==> src/rtl/amqp_frame_deframer_macros.svh <==
// Assertion macros shared by the deframer RTL.
// Needs signals named clk and arst_n in the module that uses them.
`ifndef AMQP_FRAME_DEFRAMER_MACROS_SVH
`define AMQP_FRAME_DEFRAMER_MACROS_SVH

// Same-cycle implication, checked outside reset.
`define AMQPD_ASSERT_IMPL(lbl, ante, cons) \
	lbl: assert property (@(posedge clk) disable iff (!arst_n) (ante) |-> (cons)) \
		else $error("amqpd assertion failed");

// Next-cycle implication, checked outside reset.
`define AMQPD_ASSERT_NEXT(lbl, ante, cons) \
	lbl: assert property (@(posedge clk) disable iff (!arst_n) (ante) |=> (cons)) \
		else $error("amqpd assertion failed");

`endif

==> src/rtl/amqpd_pkg.sv <==
// Shared types and constants of the AMQP frame deframer.
// No dependencies; imported by every deframer module.
`timescale 1ns / 1ps

package amqpd_pkg;

	localparam int MIN_FRAME     = 8;
	localparam int MIN_DOFF      = 2;
	localparam int EXT_HDR_BYTES = 6;
	localparam int MAX_FRAME_RST = 512;
	localparam int CFG_IDX_W     = 3;

	localparam logic [1:0] KIND_NONE = 2'd0;
	localparam logic [1:0] KIND_EXT  = 2'd1;
	localparam logic [1:0] KIND_BODY = 2'd2;

	localparam logic [2:0] ERR_NONE      = 3'd0;
	localparam logic [2:0] ERR_SIZE_LOW  = 3'd1;
	localparam logic [2:0] ERR_SIZE_HIGH = 3'd2;
	localparam logic [2:0] ERR_DOFF_LOW  = 3'd3;
	localparam logic [2:0] ERR_DOFF_HIGH = 3'd4;
	localparam logic [2:0] ERR_STUCK     = 3'd5;

	localparam logic [CFG_IDX_W-1:0] REG_MAX_FRAME = 3'd0;
	localparam logic [CFG_IDX_W-1:0] REG_MASK_0    = 3'd1;
	localparam logic [CFG_IDX_W-1:0] REG_MASK_1    = 3'd2;
	localparam logic [CFG_IDX_W-1:0] REG_MASK_2    = 3'd3;
	localparam logic [CFG_IDX_W-1:0] REG_MASK_3    = 3'd4;

	typedef struct packed {
		logic [31:0]  frame_limit;
		logic [255:0] type_mask;
	} cfg_t;

	typedef struct packed {
		logic [1:0]  kind;
		logic [7:0]  out_byte;
		logic [7:0]  type_id;
		logic [31:0] body_size;
		logic        header_done;
		logic        body_last;
		logic [2:0]  error_code;
	} result_t;

endpackage

==> src/rtl/amqpd_cfg.sv <==
// Configuration register file of the deframer: maximum frame size and type masks.
// Depends on amqpd_pkg.
`timescale 1ns / 1ps

module amqpd_cfg
	import amqpd_pkg::*;
(
	input  logic                 clk,
	input  logic                 arst_n,
	input  logic                 cfg_valid,
	output logic                 cfg_ready,
	input  logic [CFG_IDX_W-1:0] cfg_index,
	input  logic [63:0]          cfg_data,
	output cfg_t                 cfg
);

	logic [31:0]       max_q;
	logic [3:0][63:0]  mask_q;

	assign cfg_ready = 1'b1;

	always_ff @(posedge clk or negedge arst_n) begin
		if (!arst_n) begin
			max_q  <= 32'(MAX_FRAME_RST);
			mask_q <= '0;
		end else if (cfg_valid) begin
			case (cfg_index)
				REG_MAX_FRAME: max_q     <= cfg_data[31:0];
				REG_MASK_0:    mask_q[0] <= cfg_data;
				REG_MASK_1:    mask_q[1] <= cfg_data;
				REG_MASK_2:    mask_q[2] <= cfg_data;
				REG_MASK_3:    mask_q[3] <= cfg_data;
				default: ;
			endcase
		end
	end

	assign cfg.frame_limit = max_q;
	assign cfg.type_mask   = mask_q;

endmodule

==> src/rtl/amqpd_parse.sv <==
// Front part of the deframer: frame-layout state machine that classifies each byte.
// Depends on amqpd_pkg and amqp_frame_deframer_macros.svh.
`timescale 1ns / 1ps
`include "amqp_frame_deframer_macros.svh"

module amqpd_parse
	import amqpd_pkg::*;
(
	input  logic       clk,
	input  logic       arst_n,
	input  logic       take,
	input  logic [7:0] data_byte,
	input  cfg_t       cfg,
	output result_t    rec
);

	localparam logic [2:0] PH_SIZE = 3'd0;
	localparam logic [2:0] PH_DOFF = 3'd1;
	localparam logic [2:0] PH_TYPE = 3'd2;
	localparam logic [2:0] PH_EXT  = 3'd3;
	localparam logic [2:0] PH_BODY = 3'd4;
	localparam logic [2:0] PH_ERR  = 3'd5;

	logic [2:0]  phase_q, phase_d;
	logic [1:0]  size_cnt_q, size_cnt_d;
	logic [31:0] frame_len_q, frame_len_d;
	logic [9:0]  ext_rem_q, ext_rem_d;
	logic [31:0] body_rem_q, body_rem_d;
	logic [31:0] body_size_q, body_size_d;
	logic [7:0]  type_q, type_d;
	logic        sub_q, sub_d;

	logic [31:0] len_shift;
	logic [32:0] doff_diff;
	logic [9:0]  doff_bytes;

	assign len_shift  = {frame_len_q[23:0], data_byte};
	assign doff_bytes = {data_byte, 2'b00};
	assign doff_diff  = {1'b0, frame_len_q} - {23'd0, doff_bytes};

	always_comb begin
		phase_d     = phase_q;
		size_cnt_d  = size_cnt_q;
		frame_len_d = frame_len_q;
		ext_rem_d   = ext_rem_q;
		body_rem_d  = body_rem_q;
		body_size_d = body_size_q;
		type_d      = type_q;
		sub_d       = sub_q;
		rec         = '0;

		case (phase_q)
			PH_SIZE: begin
				frame_len_d = len_shift;
				size_cnt_d  = size_cnt_q + 2'd1;
				if (size_cnt_q == 2'd3) begin
					if (len_shift < 32'(MIN_FRAME)) begin
						phase_d        = PH_ERR;
						rec.error_code = ERR_SIZE_LOW;
					end else if (len_shift > cfg.frame_limit) begin
						phase_d        = PH_ERR;
						rec.error_code = ERR_SIZE_HIGH;
					end else begin
						phase_d = PH_DOFF;
					end
				end
			end
			PH_DOFF: begin
				body_size_d = doff_diff[31:0];
				ext_rem_d   = doff_bytes - 10'(EXT_HDR_BYTES);
				if (data_byte < 8'(MIN_DOFF)) begin
					phase_d        = PH_ERR;
					rec.error_code = ERR_DOFF_LOW;
				end else if (doff_diff[32]) begin
					phase_d        = PH_ERR;
					rec.error_code = ERR_DOFF_HIGH;
				end else begin
					phase_d = PH_TYPE;
				end
			end
			PH_TYPE: begin
				type_d         = data_byte;
				sub_d          = cfg.type_mask[data_byte];
				body_rem_d     = body_size_q;
				phase_d        = PH_EXT;
				rec.type_id    = data_byte;
				rec.body_size  = body_size_q;
			end
			PH_EXT: begin
				rec.type_id    = type_q;
				rec.body_size  = body_size_q;
				if (sub_q) begin
					rec.kind     = KIND_EXT;
					rec.out_byte = data_byte;
				end
				ext_rem_d = ext_rem_q - 10'd1;
				if (ext_rem_q == 10'd1) begin
					rec.header_done = sub_q;
					phase_d = (body_size_q == 32'd0) ? PH_SIZE : PH_BODY;
				end
			end
			PH_BODY: begin
				rec.type_id    = type_q;
				rec.body_size  = body_size_q;
				if (sub_q) begin
					rec.kind     = KIND_BODY;
					rec.out_byte = data_byte;
				end
				body_rem_d = body_rem_q - 32'd1;
				if (body_rem_q == 32'd1) begin
					rec.body_last = sub_q;
					phase_d       = PH_SIZE;
				end
			end
			default: begin
				phase_d        = PH_ERR;
				rec.error_code = ERR_STUCK;
			end
		endcase
	end

	always_ff @(posedge clk or negedge arst_n) begin
		if (!arst_n) begin
			phase_q     <= PH_SIZE;
			size_cnt_q  <= '0;
			frame_len_q <= '0;
			ext_rem_q   <= '0;
			body_rem_q  <= '0;
			body_size_q <= '0;
			type_q      <= '0;
			sub_q       <= 1'b0;
		end else if (take) begin
			phase_q     <= phase_d;
			size_cnt_q  <= size_cnt_d;
			frame_len_q <= frame_len_d;
			ext_rem_q   <= ext_rem_d;
			body_rem_q  <= body_rem_d;
			body_size_q <= body_size_d;
			type_q      <= type_d;
			sub_q       <= sub_d;
		end
	end

	// A delivered byte never carries an error, and the flags only ride on their own kind.
	`AMQPD_ASSERT_IMPL(a_kind_no_err, rec.kind != KIND_NONE, rec.error_code == ERR_NONE)
	`AMQPD_ASSERT_IMPL(a_hdone_kind, rec.header_done, rec.kind == KIND_EXT)
	`AMQPD_ASSERT_IMPL(a_blast_kind, rec.body_last, rec.kind == KIND_BODY)
	// Once in the error phase the parser never leaves it.
	`AMQPD_ASSERT_NEXT(a_err_sticky, phase_q == PH_ERR, phase_q == PH_ERR)

endmodule

==> src/rtl/amqpd_fifo.sv <==
// Short result queue between the parser and the output stage.
// Depends on amqpd_pkg.
`timescale 1ns / 1ps

module amqpd_fifo
	import amqpd_pkg::*;
#(
	parameter int DEPTH = 4
) (
	input  logic    clk,
	input  logic    arst_n,
	input  logic    wr_en,
	input  result_t wr_data,
	output logic    full,
	input  logic    rd_en,
	output logic    rd_valid,
	output result_t rd_data
);

	localparam int AW = (DEPTH > 1) ? $clog2(DEPTH) : 1;
	localparam int CW = $clog2(DEPTH + 1);

	result_t         mem [DEPTH];
	logic [AW-1:0]   wr_ptr_q, rd_ptr_q;
	logic [CW-1:0]   count_q;
	logic            do_wr, do_rd;

	assign full     = (count_q == CW'(DEPTH));
	assign rd_valid = (count_q != '0);
	assign do_wr    = wr_en && !full;
	assign do_rd    = rd_en && rd_valid;
	assign rd_data  = mem[rd_ptr_q];

	always_ff @(posedge clk) begin
		if (do_wr) begin
			mem[wr_ptr_q] <= wr_data;
		end
	end

	always_ff @(posedge clk or negedge arst_n) begin
		if (!arst_n) begin
			wr_ptr_q <= '0;
			rd_ptr_q <= '0;
			count_q  <= '0;
		end else begin
			if (do_wr) begin
				wr_ptr_q <= (wr_ptr_q == AW'(DEPTH - 1)) ? '0 : wr_ptr_q + AW'(1);
			end
			if (do_rd) begin
				rd_ptr_q <= (rd_ptr_q == AW'(DEPTH - 1)) ? '0 : rd_ptr_q + AW'(1);
			end
			if (do_wr && !do_rd) begin
				count_q <= count_q + CW'(1);
			end else if (do_rd && !do_wr) begin
				count_q <= count_q - CW'(1);
			end
		end
	end

endmodule

==> src/rtl/amqpd_out.sv <==
// Back part of the deframer: output register that presents the oldest result.
// Depends on amqpd_pkg.
`timescale 1ns / 1ps

module amqpd_out
	import amqpd_pkg::*;
(
	input  logic    clk,
	input  logic    arst_n,
	input  logic    q_valid,
	input  result_t q_data,
	output logic    q_take,
	output logic    empty,
	input  logic    pop,
	output result_t res
);

	logic    valid_q;
	result_t res_q;

	assign q_take = q_valid && (!valid_q || pop);
	assign empty  = !valid_q;
	assign res    = res_q;

	always_ff @(posedge clk or negedge arst_n) begin
		if (!arst_n) begin
			valid_q <= 1'b0;
		end else if (q_take) begin
			valid_q <= 1'b1;
		end else if (pop) begin
			valid_q <= 1'b0;
		end
	end

	always_ff @(posedge clk) begin
		if (q_take) begin
			res_q <= q_data;
		end
	end

endmodule

==> src/rtl/amqp_frame_deframer.sv <==
// Top level of the AMQP frame deframer: config registers, parser, result queue, output stage.
// Depends on amqpd_pkg, amqpd_cfg, amqpd_parse, amqpd_fifo and amqpd_out.
`timescale 1ns / 1ps

// The deframer takes one received byte per transfer on the push side and returns exactly one
// result per byte on the pop side, in order. It walks the frame layout: four big-endian size
// bytes (checked against 8 and the configured maximum frame length), the data-offset byte (at
// least 2 words and not beyond the frame), the type byte, the extended-header bytes and the
// body bytes. Bytes of a type whose mask bit is set come out with kind 1 (extended header,
// header_done on the last one) or kind 2 (body, body_last on the final one); other frames are
// counted and dropped with kind 0. A malformed header reports its error code once, and every
// later byte reports the stuck code until reset. The parser handles one byte per clock, so the
// block sustains one transfer per cycle on both sides while full stays low and pop stays high;
// a byte's result is written into the queue when it is transferred and then moves into the
// output register, where it stays on the result ports until it is popped. Results wait in a
// DEPTH-entry queue in front of the output register, and full rises only when that queue fills
// because pop stays low. There is no clearing pass after reset. Configuration registers are
// written through the cfg channel, which is always ready, and should only change while no byte
// is in flight.
module amqp_frame_deframer
	import amqpd_pkg::*;
#(
	parameter int DEPTH = 4
) (
	input  logic                 clk,
	input  logic                 arst_n,
	input  logic                 push,
	output logic                 full,
	input  logic [7:0]           data_byte,
	output logic                 empty,
	input  logic                 pop,
	output logic [1:0]           kind,
	output logic [7:0]           out_byte,
	output logic [7:0]           type_id,
	output logic [31:0]          body_size,
	output logic                 header_done,
	output logic                 body_last,
	output logic [2:0]           error_code,
	input  logic                 cfg_valid,
	output logic                 cfg_ready,
	input  logic [CFG_IDX_W-1:0] cfg_index,
	input  logic [63:0]          cfg_data
);

	cfg_t    cfg;
	result_t rec;
	result_t q_data;
	result_t res;
	logic    take;
	logic    q_valid;
	logic    q_take;

	// A byte transfer happens whenever push is high and the queue has room for its result.
	assign take = push && !full;

	amqpd_cfg u_cfg (
		.clk       (clk),
		.arst_n    (arst_n),
		.cfg_valid (cfg_valid),
		.cfg_ready (cfg_ready),
		.cfg_index (cfg_index),
		.cfg_data  (cfg_data),
		.cfg       (cfg)
	);

	amqpd_parse u_parse (
		.clk       (clk),
		.arst_n    (arst_n),
		.take      (take),
		.data_byte (data_byte),
		.cfg       (cfg),
		.rec       (rec)
	);

	amqpd_fifo #(
		.DEPTH (DEPTH)
	) u_fifo (
		.clk      (clk),
		.arst_n   (arst_n),
		.wr_en    (take),
		.wr_data  (rec),
		.full     (full),
		.rd_en    (q_take),
		.rd_valid (q_valid),
		.rd_data  (q_data)
	);

	amqpd_out u_out (
		.clk     (clk),
		.arst_n  (arst_n),
		.q_valid (q_valid),
		.q_data  (q_data),
		.q_take  (q_take),
		.empty   (empty),
		.pop     (pop),
		.res     (res)
	);

	assign kind        = res.kind;
	assign out_byte    = res.out_byte;
	assign type_id     = res.type_id;
	assign body_size   = res.body_size;
	assign header_done = res.header_done;
	assign body_last   = res.body_last;
	assign error_code  = res.error_code;

endmodule

==> config.mk <==
export PLATFORM = sky130hd
export DESIGN_NAME = amqp_frame_deframer
export DESIGN_NICKNAME = d
export VERILOG_FILES = /design/src/rtl/amqpd_pkg.sv /design/src/rtl/amqpd_cfg.sv /design/src/rtl/amqpd_parse.sv /design/src/rtl/amqpd_fifo.sv /design/src/rtl/amqpd_out.sv /design/src/rtl/amqp_frame_deframer.sv
export VERILOG_INCLUDE_DIRS = /design/src /design/src/rtl
export SDC_FILE = /design/constraint.sdc
export NUM_CORES = 1
export LEC_CHECK = 0
export BUFFER_PORTS_ARGS = -buffer_cell sky130_fd_sc_hd__buf_2
export CORE_UTILIZATION = 40
export CTS_CLUSTER_DIAMETER = 80
export DETAILED_ROUTE_END_ITERATION = 10
export RECOVER_POWER = 50
export SLEW_MARGIN = 20
export SYNTH_ARGS = -nofsm -noshare
export SYNTH_HDL_FRONTEND = slang
export SYNTH_SLANG_ARGS = --single-unit
==> constraint.sdc <==
create_clock -name clk -period 5.2 [get_ports clk]
set_input_delay 0.26 -clock clk [delete_from_list [all_inputs] [get_ports clk]]
set_output_delay 0.26 -clock clk [all_outputs]
set_load 0.02 [all_outputs]
; ---- Word-level counts from Yosys, hierarchy flattened
; Memories as Yosys holds them, arrays and structs flattened. A register that Yosys moved wholly into a read port is not among the register bits.
; Index checks and enable logic that the tools add are counted.
[totals]
inputBits = 80
mem_bits_rw = 220
output_inout_bits = 58
regBits = 416
memories = 1
elab_cells = 115
[mem_list]
columns = memory, words, word_bits, read_ports, rd_clocked_by_memory_dff, wr, line_no
row1 = u_fifo.mem, 4, 55, 1, 1, 1, amqpd_fifo.sv:23  ; result_t mem [DEPTH];
[classes]
n_reduce_logical = 32
muxes = 35
n_eq_ne = 17
add_sub_neg = 9
n_lt_le_gt_ge = 4
[op_table]
columns = op, count
row1 = $pmux W40 S2, 1
row2 = $pmux W32 S2, 1
row3 = $mux W3, 14
row4 = $pmux W10 S2, 2
row5 = $sub A32 B10 Y33, 1
row6 = $eq A32 B1 Y1 const B, 1
row7 = $gt A32 B32 Y1, 1
row8 = $logic_not A32 Y1, 1
row9 = $lt A32 B4 Y1 const B, 1
row10 = $sub A32 B1 Y32 const B, 1
row11 = $reduce_and A2 Y1, 10
row12 = $pmux W3 S5, 1
row13 = $eq A3 B2 Y1 const B, 4
row14 = $eq A10 B1 Y1 const B, 1
row15 = $mux W10, 1
row16 = $sub A10 B1 Y10 const B, 1
row17 = $sub A10 B3 Y10 const B, 1
row18 = $eq A3 B3 Y1 const B, 3
row19 = $lt A8 B9 Y1 const B, 1
row20 = $mux W1, 9
row21 = $mux W9, 1
row22 = $pmux W3 S3, 1
row23 = $bmux W1 S8, 1
row24 = $lt A8 B2 Y1 const B, 1
row25 = other kinds (16), 37

; ---- Logic depth before layout (Yosys ltp)
; Gate-level depths: netlist of the first run.
[depth]
word_depth = 8
ltp_mapped = 15
depth_no_buf = 11

; ---- By module
; A second synthesis of the first run with hierarchy kept.
[hier_totals]
hier_cells = 2127
hier_area_um2 = 30913.4
[modules_own_cells]
columns = mod, area_each_um2, n_inst, seq_area_each_um2, cells_per_inst
row1 = amqpd_cfg, 10856.7, 1, 7208.2, 614
row2 = amqpd_parse, 9973.3, 1, 3002.9, 1128
row3 = amqpd_fifo, 8370.5, 1, 6781.5, 324
row4 = amqpd_out, 1699.1, 1, 1676.6, 60
row5 = amqp_frame_deframer, 13.8, 1, 0.0, 1

; ---- Least setup slack after synthesis of the first run
; Ideal clock, no wire load.
[synth_timing]
kind = register to register
from = register u_fifo.count_q[0]
to = register u_fifo.count_q[1]
path_buffers = 0
t_arrival_ns = 4.520
path_stages_with_launch = 8
synth_period_minus_slack_ns = 4.645
setup_ns = 0.125
setup_slack_ns = 0.555
required_ns = 5.075
cell_sequence = dfrtp_1 -> nor3_1 -> a21oi_1 -> inv_1 -> ha_1 -> inv_1 -> fa_1 -> mux2_2
[synth_via]
elab_cells_between_ends = 16
classes_between = add/sub (2) / eq/ne (1) / mux (2) / reduce/logical (11)
[synth_rtl]
columns = element, line_no
row1 = "start, declared", amqpd_fifo.sv:25  ; logic [CW-1:0] count_q;
row2 = "start signal, assigned", amqpd_fifo.sv:53  ; count_q <= count_q + CW'(1);
row3 = "start signal, assigned", amqpd_fifo.sv:55  ; count_q <= count_q - CW'(1);
row4 = $reduce_bool A3 Y1 *, amqpd_fifo.sv:29  ; assign rd_valid = (count_q != '0);
row5 = $logic_and A1 B1 Y1 *, amqpd_out.sv:21  ; assign q_take = q_valid && (!valid_q || pop);
row6 = net q_take, amqp_frame_deframer.sv:51  ; logic q_take;
row7 = $logic_and A1 B1 Y1 *, amqpd_fifo.sv:31  ; assign do_rd = rd_en && rd_valid;
row8 = $logic_not A1 Y1, amqpd_fifo.sv:52  ; if (do_wr && !do_rd) begin
row9 = $logic_and A1 B1 Y1, amqpd_fifo.sv:52
row10 = $mux W3 / $reduce_bool A2 Y1 (equally long branches), n/a
; The timed path passes the listed nets; every way through them passes the cells marked *. The select of a mux whose other input is x is not followed.
; A chain may end at the register's enable or synchronous reset.

; ---- Worst setup path in the final report of the first run
[layout_timing]
from = register u_fifo.count_q[0]
to = register u_fifo.rd_ptr_q[1]
[layout_via]
elab_chain_cells = 3
[layout_rtl]
columns = element, line_no
row1 = $reduce_bool A3 Y1, amqpd_fifo.sv:29
row2 = $logic_and A1 B1 Y1, amqpd_out.sv:21
row3 = net q_take, amqp_frame_deframer.sv:51
row4 = $logic_and A1 B1 Y1, amqpd_fifo.sv:31
row5 = "end signal, assigned", amqpd_fifo.sv:50  ; rd_ptr_q <= (rd_ptr_q == AW'(DEPTH - 1)) ? '0 : rd_ptr_q + AW'(1);
row6 = "end, declared", amqpd_fifo.sv:24  ; logic [AW-1:0] wr_ptr_q, rd_ptr_q;
; The timed path passes the listed nets, and every way through them passes these cells.

==> out/metrics.cfg, run 1 <==
[outcome]
status=finished, violations left
violations=max-capacitance violations, max-slew violations

[grt]
overflow=0
grt_first_pass_wirelength_um=115000
top_usage_layer=met2
grt_pass1_vias=19400
grt_antenna_before_repair=6
grt_util_met3=0.0264
grtUsageMet2=0.306
grtUsageTotal=0.190
use_met1=0.271
grt_max_degree=136

[synth]
synth_top_area_share=0.340
synth_most_common_cell=dfrtp_1
syn-cell-area_um2=30600
synthTopCellsByCount=dfrtp_1 (415), mux2_2 (287), edfxtp_1 (275), nand2_1 (166), o21ai_0 (138)
syn_nets=2292
ys_seq_elements=691
synth-edff-count=275
synth_cell_type_count=78
yosysTopAreaCell=dfrtp_1
yosys_warnings=0
yosysSeqAreaShare=0.611
syn-instance-count=2158
synth.area.top_cells=dfrtp_1 (34%), edfxtp_1 (27%), mux2_2 (11%)
syn-mean-instance-area_um2=14.2
async_reset_ff_frac=0.602
synth_flop_cell=dfrtp_1

[placement]
hpwlAfterDp_um=47600
port_buffers=136
place_congestion=0.855

[detailed_routing]
vias=18800
first_pass_iters=5
drc_errors=0
wire_per_inst_um=21.4
antenna_left=0
drtIter0Drc=1185
routed_wl_um=72500
vias_per_cell=5.54

[setup_path]
worstPathArrival_ps=4220
r2r_start=u_fifo.count_q[0]$_DFFE_PN0P_
cpPeakStageDelay_ps=2290
path_max_fanout=57
critical_path.startpoint=u_fifo.count_q[0]$_DFFE_PN0P_
start_kind=flop
required_ps=5690
path_delay_family=buffers and inverters
path_cells=nor3_1 > a21oi_4 > clkbuf_1 > mux2_2
endpoint_kind=flop
worstSetupPathType=flop to flop
slowest_stage=clkbuf_1
cp.buffers_inverters=1

[cts]
cts_sinks=691
cts_tree=yes
cts.clk_slew.worst_paths_ps=60
cts_buffer_depth=3
clockRootBuffer=clkbuf_16
numCtsBuffers=76
clock_latency_ps=620
cts-resized-gates=0
cts_setup_buffers=0
cts_max_level=3

[timing]
fmax_ghz=0.268
setup_violations=0
worstMarginPinSlew_ps=3910
setup_tns_ps=0
hold_slack_ps=81.7
min_period_over_period=0.717
maxSlewHeadroom=-1.61
skew_ps=31.0
fin_crit_ps=3730
final_hold_viol_count=0
rsz0062_at_grt=no
slew_viol_final=477

[power]
p_per_area_nw_per_um2=530
sw_frac_of_total=0.321
p_seq_frac=0.469
p_int_mw=12.7
p_leak_nw=13.9
vdd_drop_max_uv=313
switchingPower_mw=6.02
power_frac_clock=0.282
combPwrFrac=0.249

[hold_path]
hold_class=input port to flop
min_from=data_byte[4]

[floorplanning]
num_rows=100
core_area_um2=75100
die_area_um2=77500
die_h_um=278
die_x_um=278
start_util=0.407
boundaryPins=138

[cells_and_area]
register_area_um2=18700
areaGrowthSynthToFinish_pct=15.6
nFillCells=6633
final_nets=2486
drive_above_1_share=0.267
multi_input_area_um2=11300

[flow_run]
drv_cap=8

## worst reg2reg max path, delay by kind of cell (launching register included)
kind / cells / cell delay (ps)
compound gates: 1 / 150
buf+inv: 1 / 2290
mux: 1 / 590
flops: 1 / 430
simple gates: 1 / 130
## per-layer routing
| layer | share of wire | vias to the layer above |
|---|---|---|
| li1 | - | 8475 |
| met1 | 0.46 | 9726 |
| met2 | 0.48 | 446 |
| met3 | 0.043 | 106 |
| met4 | 0.019 | 10 |
| met5 | 0.00063 | - |
## cells in the final DEF (no fill, tap or decap), types with 5 or more instances in the layout
| master | netlist | layout |
|---|---|---|
| a21oi_1 | 65 | 64 |
| clkbuf_8 | 0 | 9 |
| nor3_1 | 24 | 23 |
| or3_1 | 10 | 10 |
| nor3b_1 | 7 | 7 |
| xor2_1 | 11 | 11 |
| ha_1 | 52 | 52 |
| a21o_1 | 11 | 11 |
| nand2_1 | 166 | 165 |
| a31oi_1 | 11 | 11 |
| inv_1 | 53 | 53 |
| nand3_1 | 34 | 34 |
| clkinv_2 | 0 | 13 |
| clkbuf_16 | 0 | 76 |
| mux4_2 | 111 | 111 |
| and3_1 | 8 | 8 |
| mux2i_1 | 41 | 41 |
| dfrtp_1 | 415 | 414 |
| dlygate4sd3_1 | 0 | 66 |
| xnor2_1 | 20 | 20 |
| o22ai_1 | 24 | 24 |
| o21ai_0 | 138 | 138 |
| nand4_1 | 17 | 17 |
| nor2b_1 | 7 | 7 |
| buf_2 | 7 | 76 |
| buf_4 | 3 | 20 |
| nand2b_1 | 15 | 15 |
| clkbuf_1 | 87 | 81 |
| nor4_1 | 24 | 24 |
| a211oi_1 | 5 | 5 |
| clkinv_1 | 3 | 11 |
| and2_1 | 51 | 47 |
| mux2_2 | 287 | 287 |
| or2_2 | 7 | 7 |
| a22oi_1 | 6 | 6 |
| edfxtp_1 | 275 | 275 |
| nor2_1 | 74 | 74 |
## power groups by stage
stage | combinational (mW) | sequential (mW) | clock [mW]
detailed placement | 4.73 | 8.85 | 0
global route | 5.18 | 8.98 | 5.61
floorplan | 3.35 | 8.52 | 0
global placement | 4.60 | 8.78 | 0
CTS | 4.79 | 8.76 | 5.40
finish | 4.67 | 8.78 | 5.28
## final timing paths
check                                                endpoint  slack [ps]  depth (start not counted)
max in group asynchronous  u_parse.body_rem_q[27]$_DFFE_PN0P_        1800                          3
hold reg to reg             u_parse.size_cnt_q[0]$_DFFE_PN0P_         490                          1
setup reg to reg               u_fifo.rd_ptr_q[1]$_DFFE_PN0P_        1470                          4
hold / removal                  u_parse.type_q[4]$_DFFE_PN0P_          80                          3
min in group asynchronous           u_cfg.cfg[58]$_DFFE_PN0P_        1170                          2
setup / recovery               u_fifo.rd_ptr_q[1]$_DFFE_PN0P_        1470                          4
## state kept, by name, summed over array words and instances (netlist names)
name / count
u_out.res: 55
u_parse.frame_len_q: 32
u_parse.body_size_q: 32
u_parse.body_rem_q: 32
u_fifo.count_q: 3
u_parse.phase_q: 3
u_cfg.cfg: 256
u_parse.ext_rem_q: 10
u_parse.sub_q: 1
u_parse.size_cnt_q: 2
u_fifo.mem: 220
u_out.valid_q: 1
u_parse.type_q: 8
u_fifo.rd_ptr_q: 2
u_fifo.wr_ptr_q: 2
u_cfg.max_q: 32
## cell type report
type,count,share of cell area
Multi-Input combinational cell,1298,0.319
Timing Repair Buffer,228,0.0422
Clock buffer,104,0.0594
Antenna cell,1,0.0000709
Tap cell,969,0.0343
Inverter,57,0.00606
Clock inverter,37,0.0103
Sequential cell,691,0.529
## logic make-up after synthesis
group / count (synthesis) / share of synthesized area
multiplexers: 439 / 0.201
other: 1 / 0.000123
XOR/XNOR: 31 / 0.00888
AO/OA/AOI/OAI: 312 / 0.0604
buffers and inverters: 169 / 0.0214
flip-flops: 691 / 0.611
adder cells (fa/ha/maj): 54 / 0.0226
AND/OR/NAND/NOR: 461 / 0.0748
## stage by stage
| step | area, um2 | util | worst slack [ps] | cells | total power [mW] |
|---|---|---|---|---|---|
| detailed placement | 32300 | 0.431 | 1680 | 3177 | 13.6 |
| CTS | 35400 | 0.472 | 1640 | 3384 | 18.9 |
| global placement | 32300 | 0.431 | 1880 | 3177 | 13.4 |
| global route | 35300 | 0.470 | 1050 | 3385 | 19.8 |
| finish | 35300 | 0.470 | 1470 | 3385 | 18.7 |
| floorplan | 30600 | - | 555 | 2158 | 11.9 |
## repair_timing
action / in CTS / in global routing
hold buffers: 66 / 0
endpoints found under the hold margin: 385 / 0
setup endpoints to repair: 0 / 0
No activity file was read; power rests on OpenSTA's default activity.
==> run 2, diff against run 1 <==
==> constraint.sdc (replaced) <==
create_clock -name clk -period 3.18 [get_ports clk]
set_input_delay 0.159 -clock clk [delete_from_list [all_inputs] [get_ports clk]]
set_output_delay 0.159 -clock clk [all_outputs]
set_load 0.02 [all_outputs]
==> run 2 against run 1 <==
Compared with the run above: the flow still finishes with violations (max-capacitance violations, max-slew violations); power increased by 68%; highest routed layer unchanged; largest cell class unchanged; setup slack got worse by 1200 ps; critical endpoint is now u_fifo.mem[1][1]$_DFFE_PP_; fmax increased by 30%.
==> out/metrics.cfg, run 2 (synthesis gave the netlist of run 1 again) <==
[cts]
cts_sinks=691
cts_max_level=3
cts_buffer_depth=3
clockRootBuffer=clkbuf_16
cts_setup_buffers=0
cts-resized-gates=0
numCtsBuffers=76
hold_buffers=68
clock_latency_ps=630
cts.clk_slew.worst_paths_ps=60
cts_tree=yes

[grt]
grt_max_degree=103
grt_pass1_vias=19700
overflow=0
grt_first_pass_wirelength_um=115000
grt_antenna_before_repair=4
grtUsageTotal=0.192

[power]
p_per_area_nw_per_um2=875
p_leak_nw=14.2
combPwrFrac=0.254
switchingPower_mw=10.0
p_int_mw=21.5
power_frac_clock=0.295
vdd_drop_max_uv=436
sw_frac_of_total=0.318
p_seq_frac=0.451

[timing]
final_hold_viol_count=0
worstMarginPinSlew_ps=2530
fmax_ghz=0.347
skew_ps=26.0
hold_slack_ps=76.0
maxSlewHeadroom=-0.687
setup_tns_ps=0
min_period_over_period=0.906
setup_violations=0
rsz0062_at_grt=no
fin_crit_ps=2880
slew_viol_final=297

[cells_and_area]
fin_cells=3439
final_nets=2538
largest_register_ffs=256
mostFrequentLayoutCells=dfrtp_1 (413), mux2_2 (286), edfxtp_1 (275), nand2_1 (166), o21ai_0 (138)
areaGrowthSynthToFinish_pct=17.9
layout.cells.most_common=dfrtp_1
drive_above_1_share=0.284

[floorplanning]
die_area_um2=77500
core_area_um2=75100
start_util=0.407
die_x_um=278
num_rows=100
die_h_um=278
boundaryPins=138

[detailed_routing]
vias=18800
wire_per_inst_um=21.3
drtIter0Drc=1194
vias_per_cell=5.47
antenna_left=0
first_pass_iters=5
routed_wl_um=73400
drc_errors=0

[setup_path]
worstPathArrival_ps=3230
worstSetupPathType=flop to flop
start_kind=flop
required_ps=3530
path_max_fanout=4
endpoint_kind=flop

[hold_path]
hold_class=input port to flop

[placement]
hpwlAfterDp_um=48900
placedCellCount=3227
place_congestion=0.861
port_buffers=136

[outcome]
violations=max-capacitance violations, max-slew violations
status=finished, violations left

[flow_run]
drv_cap=4

-- run 2: path summary, 6_finish.rpt --
kind                                                startpoint                                end  slack (ps)  cells after the start
setup reg to reg           u_parse.frame_len_q[15]$_DFFE_PN0P_         u_fifo.mem[1][1]$_DFFE_PP_         300                      6
hold / removal                                    data_byte[7]          u_parse.sub_q$_DFFE_PN0P_          80                      2
min in group asynchronous                               arst_n          u_cfg.cfg[58]$_DFFE_PN0P_         840                      2
max in group asynchronous                               arst_n         u_cfg.max_q[9]$_DFFE_PN1P_         580                      3
hold reg to reg              u_parse.size_cnt_q[0]$_DFFE_PN0P_  u_parse.size_cnt_q[0]$_DFFE_PN0P_         490                      1
setup / recovery           u_parse.frame_len_q[15]$_DFFE_PN0P_         u_fifo.mem[1][1]$_DFFE_PP_         300                      6
-- run 2: power by group through the flow --
| stage | registers [mW] | logic [mW] | clock network, mW |
|---|---|---|---|
| final | 14.2 | 8.01 | 9.30 |
| after global routing | 14.5 | 8.84 | 9.91 |
| after CTS | 14.2 | 8.24 | 9.54 |
| after detailed placement | 14.4 | 8.14 | 0 |
| after global placement | 14.2 | 7.90 | 0 |
| after floorplan | 13.9 | 5.49 | 0 |
-- run 2: metal layers --
layer  wire length [um]  up-vias  global-route usage
li1                   -     8586                   -
met1              33100     9637               0.266
met2              34800      466               0.308
met3               3680      134              0.0361
met4               1770        4              0.0588
met5                 22        -                   0
-- run 2: critical path: stages (launching register included) --
cell     delay, ps
dfrtp_1        380
or3_4          390
or4_4          430
or4b_4         520
nor3_4         260
nand4_1        240
a32o_1         390
-- run 2: final cells by class --
class / instances / area (um2)
Clock inverter: 42 / 628
Fill cell: 6527 / 39100
Sequential cell: 691 / 18700
Timing Repair Buffer: 280 / 1940
Multi-Input combinational cell: 1298 / 11300
Inverter: 57 / 214
Tap cell: 969 / 1210
Clock buffer: 100 / 2060
Antenna cell: 2 / 5.00
-- run 2: metrics by stage --
stage	total power, mW	worst slack [ps]	area [um2]	util
final	31.5	300	36000	0.480
after global routing	33.3	71.5	36000	0.480
after CTS	32.0	299	36200	0.482
after detailed placement	22.5	297	32800	0.437
after global placement	22.1	335	32800	0.437
after floorplan	19.4	251	30600	-
